[src/hw/rtl/i2r_pkg.sv]
`timescale 1ns / 1ps

package i2r_pkg;

	localparam int unsigned NUM_W    = 12;
	localparam int unsigned POS_W    = 4;
	localparam int unsigned LEN_W    = 4;
	localparam int unsigned CAP_W    = 8;
	localparam int unsigned CHAR_W   = 7;
	localparam logic [NUM_W-1:0] NUMERAL_MAX = 12'd3999;

	localparam logic [CHAR_W-1:0] CH_NONE = 7'h00;
	localparam logic [CHAR_W-1:0] CH_M    = 7'h4D;
	localparam logic [CHAR_W-1:0] CH_D    = 7'h44;
	localparam logic [CHAR_W-1:0] CH_C    = 7'h43;
	localparam logic [CHAR_W-1:0] CH_L    = 7'h4C;
	localparam logic [CHAR_W-1:0] CH_X    = 7'h58;
	localparam logic [CHAR_W-1:0] CH_V    = 7'h56;
	localparam logic [CHAR_W-1:0] CH_I    = 7'h49;

	// Result of one compare/subtract against the table entry at the current position.
	typedef struct packed {
		logic              ge;
		logic [NUM_W-1:0]  diff;
		logic [CHAR_W-1:0] first_ch;
		logic [CHAR_W-1:0] second_ch;
		logic              pair;
	} i2r_step_t;

	function automatic logic [NUM_W-1:0] step_value(input logic [POS_W-1:0] pos);
		logic [NUM_W-1:0] v;
		case (pos)
			4'd0:    v = 12'd1000;
			4'd1:    v = 12'd900;
			4'd2:    v = 12'd500;
			4'd3:    v = 12'd400;
			4'd4:    v = 12'd100;
			4'd5:    v = 12'd90;
			4'd6:    v = 12'd50;
			4'd7:    v = 12'd40;
			4'd8:    v = 12'd10;
			4'd9:    v = 12'd9;
			4'd10:   v = 12'd5;
			4'd11:   v = 12'd4;
			default: v = 12'd1;
		endcase
		return v;
	endfunction

	function automatic logic [CHAR_W-1:0] first_char(input logic [POS_W-1:0] pos);
		logic [CHAR_W-1:0] c;
		case (pos)
			4'd0:    c = CH_M;
			4'd1:    c = CH_C;
			4'd2:    c = CH_D;
			4'd3:    c = CH_C;
			4'd4:    c = CH_C;
			4'd5:    c = CH_X;
			4'd6:    c = CH_L;
			4'd7:    c = CH_X;
			4'd8:    c = CH_X;
			4'd9:    c = CH_I;
			4'd10:   c = CH_V;
			default: c = CH_I;
		endcase
		return c;
	endfunction

	// CH_NONE marks a single-letter entry
	function automatic logic [CHAR_W-1:0] second_char(input logic [POS_W-1:0] pos);
		logic [CHAR_W-1:0] c;
		case (pos)
			4'd1:    c = CH_M;
			4'd3:    c = CH_D;
			4'd5:    c = CH_C;
			4'd7:    c = CH_L;
			4'd9:    c = CH_X;
			4'd11:   c = CH_V;
			default: c = CH_NONE;
		endcase
		return c;
	endfunction

endpackage

[src/hw/rtl/integer_to_roman_numeral.sv]
`timescale 1ns / 1ps

// Channel   Handshake                 Payload
// in        in_valid / in_stall       number[11:0]
// out       out_valid / out_stall     letter[6:0], last_letter, error_flag
// cfg       cfg_wr_en                 cfg_wr_data[7:0] -> buffer capacity
//
// One compare/subtract unit walks the 13-entry table twice per number: a
// counting pass (one subtraction or table advance per step) and an emit
// pass (one letter per cycle while out_stall is low, plus table advances).
// A rejected number loads one error beat. in_stall is high from acceptance
// until the last beat is loaded into the output register; out_stall holds
// the emit pass. Reset clears state and sets capacity to 16.
module integer_to_roman_numeral (
	input  logic        clk,
	input  logic        arst_n,
	input  logic        cfg_wr_en,
	input  logic [7:0]  cfg_wr_data,
	input  logic        in_valid,
	output logic        in_stall,
	input  logic [11:0] number,
	output logic        out_valid,
	input  logic        out_stall,
	output logic [6:0]  letter,
	output logic        last_letter,
	output logic        error_flag
);
	import i2r_pkg::*;

	typedef enum logic [1:0] {
		ST_IDLE,
		ST_COUNT,
		ST_EMIT,
		ST_ERR
	} state_t;

	state_t            state_q;
	logic [CAP_W-1:0]  cap_q;
	logic [NUM_W-1:0]  num_q;
	logic [NUM_W-1:0]  rem_q;
	logic [POS_W-1:0]  pos_q;
	logic [LEN_W-1:0]  len_q;
	logic [LEN_W-1:0]  cnt_q;
	logic              pend_q;
	logic              out_valid_q;
	logic [CHAR_W-1:0] letter_q;
	logic              last_q;
	logic              err_q;

	i2r_step_t         step;
	logic              slot_free;
	logic              in_take;
	logic              in_bad;
	logic              beat_load;
	logic [LEN_W-1:0]  cnt_next;

	i2r_step_unit u_step (
		.rem  (rem_q),
		.pos  (pos_q),
		.step (step)
	);

	assign in_stall    = (state_q != ST_IDLE);
	assign in_take     = in_valid && !in_stall;
	assign in_bad      = (number == '0) || (number > NUMERAL_MAX);
	assign slot_free   = !out_valid_q || !out_stall;
	assign cnt_next    = cnt_q + LEN_W'(1);
	assign beat_load   = slot_free && (((state_q == ST_EMIT) && (pend_q || step.ge))
		|| (state_q == ST_ERR));

	assign out_valid   = out_valid_q;
	assign letter      = letter_q;
	assign last_letter = last_q;
	assign error_flag  = err_q;

	always_ff @(posedge clk or negedge arst_n) begin
		if (!arst_n) begin
			state_q     <= ST_IDLE;
			cap_q       <= 8'd16;
			num_q       <= '0;
			rem_q       <= '0;
			pos_q       <= '0;
			len_q       <= '0;
			cnt_q       <= '0;
			pend_q      <= 1'b0;
			out_valid_q <= 1'b0;
			letter_q    <= '0;
			last_q      <= 1'b0;
			err_q       <= 1'b0;
		end else begin
			if (cfg_wr_en) begin
				cap_q <= cfg_wr_data;
			end
			// load a new beat, or drop the current one once taken
			if (beat_load) begin
				out_valid_q <= 1'b1;
			end else if (out_valid_q && !out_stall) begin
				out_valid_q <= 1'b0;
			end
			case (state_q)
				ST_IDLE: begin
					if (in_take) begin
						num_q  <= number;
						rem_q  <= number;
						pos_q  <= '0;
						len_q  <= '0;
						cnt_q  <= '0;
						pend_q <= 1'b0;
						state_q <= in_bad ? ST_ERR : ST_COUNT;
					end
				end
				ST_COUNT: begin
					if (rem_q == '0) begin
						// length known: check it against capacity, then rewind
						rem_q  <= num_q;
						pos_q  <= '0;
						state_q <= ({4'd0, len_q} >= cap_q) ? ST_ERR : ST_EMIT;
					end else if (step.ge) begin
						rem_q <= step.diff;
						len_q <= len_q + (step.pair ? LEN_W'(2) : LEN_W'(1));
					end else begin
						pos_q <= pos_q + POS_W'(1);
					end
				end
				ST_EMIT: begin
					if (pend_q) begin
						if (slot_free) begin
							letter_q    <= step.second_ch;
							last_q      <= (cnt_next == len_q);
							err_q       <= 1'b0;
							cnt_q       <= cnt_next;
							pend_q      <= 1'b0;
							if (cnt_next == len_q) begin
								state_q <= ST_IDLE;
							end
						end
					end else if (step.ge) begin
						if (slot_free) begin
							letter_q    <= step.first_ch;
							last_q      <= (cnt_next == len_q);
							err_q       <= 1'b0;
							cnt_q       <= cnt_next;
							rem_q       <= step.diff;
							pend_q      <= step.pair;
							if (cnt_next == len_q) begin
								state_q <= ST_IDLE;
							end
						end
					end else begin
						pos_q <= pos_q + POS_W'(1);
					end
				end
				ST_ERR: begin
					if (slot_free) begin
						letter_q    <= CH_NONE;
						last_q      <= 1'b1;
						err_q       <= 1'b1;
						state_q     <= ST_IDLE;
					end
				end
				default: begin
					state_q <= ST_IDLE;
				end
			endcase
		end
	end

endmodule

[src/hw/rtl/i2r_step_unit.sv]
`timescale 1ns / 1ps

module i2r_step_unit (
	input  logic [11:0]        rem,
	input  logic [3:0]         pos,
	output i2r_pkg::i2r_step_t step
);
	import i2r_pkg::*;

	logic [NUM_W-1:0] val;

	always_comb begin
		val            = step_value(pos);
		step.ge        = (rem >= val);
		step.diff      = rem - val;
		step.first_ch  = first_char(pos);
		step.second_ch = second_char(pos);
		step.pair      = (step.second_ch != CH_NONE);
	end

endmodule

[config.mk]
export PLATFORM = sky130hd
export DESIGN_NAME = integer_to_roman_numeral
export DESIGN_NICKNAME = d
export VERILOG_FILES = /design/src/hw/rtl/i2r_pkg.sv /design/src/hw/rtl/integer_to_roman_numeral.sv /design/src/hw/rtl/i2r_step_unit.sv
export SDC_FILE = /design/constraint.sdc
export NUM_CORES = 1
export LEC_CHECK = 0
export BUFFER_PORTS_ARGS = -buffer_cell sky130_fd_sc_hd__buf_2
export CORE_MARGIN = 5
export CORE_UTILIZATION = 45
export DETAILED_ROUTE_END_ITERATION = 6
export PLACE_DENSITY = 0.6
export SETUP_SLACK_MARGIN = 0.3
export SLEW_MARGIN = 10
export SYNTH_ARGS = -nofsm -noshare
export SYNTH_HDL_FRONTEND = slang
export SYNTH_SLANG_ARGS = --single-unit
[constraint.sdc]
create_clock -name clk -period 4.58 [get_ports clk]
set_input_delay 0.229 -clock clk [delete_from_list [all_inputs] [get_ports clk]]
set_output_delay 0.229 -clock clk [all_outputs]
set_load 0.02 [all_outputs]
==> flow_summary_export.csv <==
group,metric,value,unit
detailed_routing,wl_per_cell,16.4,um
clock_tree,numCtsBuffers,5,
final_layout,nets,520,
placement,port-buffer-count,34,
global_routing,grt_max_degree,57,
die,ioPinCount,36,
yosys,synthAdderAreaFrac,9.39,%
yosys,synth_edf_count,0,
placement,place_congestion,0.928,
final_layout,nFillCells,846,
min_path,hold_class,"input pin to asynchronous set/reset pin",
detailed_routing,drt_iter0_drc,134,
worst_setup_path,arrival,3960,ps
run_status,outcome,"finished, final reports clean",
power,leakagePower,1.93,nW
final_layout,final_cell_mix,"dfrtp_1 (55), nand2_1 (47), buf_2 (34), nor2_1 (33), mux2_2 (33)",
die,die-width,105,um
detailed_routing,ant_nets,0,
detailed_routing,routed_wl,9460,um
detailed_routing,num_vias,3333,
clock_tree,clk_latency,320,ps
worst_setup_path,crit_required,4820,ps
yosys,synth_top_family_by_area,"compound AO/OA/AOI/OAI gates",
clock_tree,cts_tree,"yes",
timing,skew,10.3,ps
timing,rsz0062_at_grt,"no",
die,die_h,105,um
final_layout,final_common_cell,"dfrtp_1",
worst_setup_path,crit_path_max_fanout,10,
yosys,syn_area_per_cell,9.06,um^2
flow_run,maxCapViolCount,0,
final_layout,fin_area,4350,um^2
detailed_routing,via_per_inst,5.80,
yosys,synthXorXnorAreaFrac,2.18,%
yosys,ys_seq_elements,56,
die,rows,34,
power,ir_drop,0.298,mV
worst_setup_path,path_class,"register to register",
yosys,yosysWarningCount,0,
global_routing,grt_use_total,17.5,%
timing,hold_violations,0,
yosys,synth_top_area_share,34.2,%
power,powerDensity,720,nW/um^2
worst_setup_path,reg2reg_from,"pos_q[1]$_DFFE_PN0P_",
power,fin_total_pwr,3.13,mW
final_layout,n_antenna_cell,0,
final_layout,drive_gt1_share,19.1,%
timing,fmax,269,MHz
global_routing,antenna_found_initial,0,
final_layout,seqCellArea,1400,um^2
detailed_routing,firstDrtPassIters,5,
yosys,synthFlopType,"dfrtp_1",
timing,maxSlewViolCount,0,
die,start_util,46.1,%
die,die_area,10900,um^2
clock_tree,cts_setup_buffers,0,
yosys,synth_area_leaders,"dfrtp_1 (34%), mux2_2 (9.2%), ha_1 (8.4%), nand2_1 (4.4%), a21oi_1 (3.7%)",
timing,tightest_slew,894,ps
yosys,yosysUniqueCellTypes,63,
worst_setup_path,startpoint_type,"register",
yosys,syn_nets,498,
worst_setup_path,cp-end-kind,"register",
clock_tree,cts.clk_slew.worst_paths,110,ps
clock_tree,cts.sinks,56,
timing,fin_crit,3720,ps
yosys,yosysTopAreaCell,"dfrtp_1",
clock_tree,h-tree-depth,2,
timing,max_slew_margin,39.9,%
die,core-area,8720,um^2
global_routing,grt_pass1_wl,16000,um
final_layout,multi_input_area,2440,um^2
global_routing,grt_pass1_vias,3249,
yosys,netlist_area,4020,um^2
yosys,synth-compound-area-share,22.6,%
detailed_routing,drc,0,
clock_tree,hold_buffers,0,
yosys,synth_mux_area_share,10.2,%
timing,fin_crit_sh,81.1,%
placement,place_ws,933,ps
global_routing,grt-ovfl-total,0,
timing,tns,0,ps
final_layout,syn_to_final_growth,8.12,%
clock_tree,cts_resized,0,
clock_tree,root_buffer,"clkbuf_8",
timing,setup_viol,0,
placement,hpwl,7300,um
placement,placed_area,4250,um^2
worst_setup_path,crit_path_start,"pos_q[1]$_DFFE_PN0P_",
clock_tree,clockBufferDepth,2,
yosys,ys_async_sr_fraction,100,%
yosys,seq_area_frac_synth,34.9,%
timing,layout_setup_ws,865,ps
yosys,synth_simple_gate_area_share,16.1,%
yosys,syn_inst,444,
final_layout,final_core_util,49.9,%
-- critical path: stages (launching register included) --
cell and delay (ps):
dfrtp_1 510, inv_1 130, ha_1 240, nor2b_1 160, or3b_2 470, nand2_1 80, ha_1 280, o211ai_1 230
o21ai_2 110, o2111a_2 320, o31ai_1 770, o21ai_0 170, a21oi_1 160
-- cell families (layout without fill, tap and decap cells) --
kind of cell	after synthesis	count (layout)
AO/OA/AOI/OAI	131	131
XOR/XNOR	10	10
adder cells (fa/ha/maj)	29	29
buffers and inverters	46	69
flip-flops	56	56
multiplexers	37	37
other	1	1
AND/OR/NAND/NOR	134	134
-- final cells by class --
type,instances,share of cell area [%]
clock buffers,5,1.58
clock inverters,3,0.604
inverters,25,2.16
repair buffers,36,4.26
multi-input cells,342,56.0
flip-flops and latches,56,32.2
well taps,108,3.11
-- cell usage after synthesis, types with 7 or more instances --
cell type,n
o21ai_0,26
inv_1,25
dfrtp_1,55
nand2_1,47
xnor2_1,7
nand3_1,10
ha_1,27
o31ai_1,8
nor2_1,33
a21o_1,12
nor3_1,7
a21oi_1,30
clkbuf_1,14
a31oi_1,9
nor4_1,9
mux2_2,33
-- routing by layer --
| metal | share of wire (%) | up-vias | track usage [%] |
|---|---|---|---|
| met4 | 1.4 | 0 | 4.72 |
| met1 | 48 | 1588 | 24.5 |
| met5 | 0 | - | 0 |
| li1 | - | 1667 | - |
| met2 | 47 | 67 | 28.0 |
| met3 | 3.7 | 11 | 2.96 |
-- final timing paths --
check / end / slack, ps / cells after the start
min: cnt_q[3]$_DFFE_PN0P_ / 40 / 2
max reg2reg: len_q[2]$_DFFE_PN0P_ / 860 / 12
min reg2reg: letter[4]$_DFFE_PN0P_ / 510 / 1
max in group asynchronous: pos_q[3]$_DFFE_PN0P_ / 4060 / 2
max: len_q[2]$_DFFE_PN0P_ / 860 / 12
min in group clk: cap_q[3]$_DFFE_PN0P_ / 110 / 3
-- report_power, final --
part / switching [mW] / internal, mW
Combinational: 1.13 / 0.840
Clock: 0.181 / 0.113
Sequential: 0.184 / 0.688
-- registers in the layout, indices dropped and copies added, names as in the netlist --
signal	count
cap_q	8
num_q	12
error_flag	1
pos_q	4
state_q	2
last_letter	1
out_valid	1
len_q	4
pend_q	1
cnt_q	4
rem_q	12
letter	6
-- through the flow --
step | hold slack, ps | std cells
2_1_floorplan | -66.6 | 444
4_1_cts | 69.1 | 575
6_report | 40.2 | 575
3_5_place_dp | 427 | 567
5_1_grt | 97.7 | 575
3_3_place_gp | 421 | 567
No activity file was read; power rests on OpenSTA's default activity.
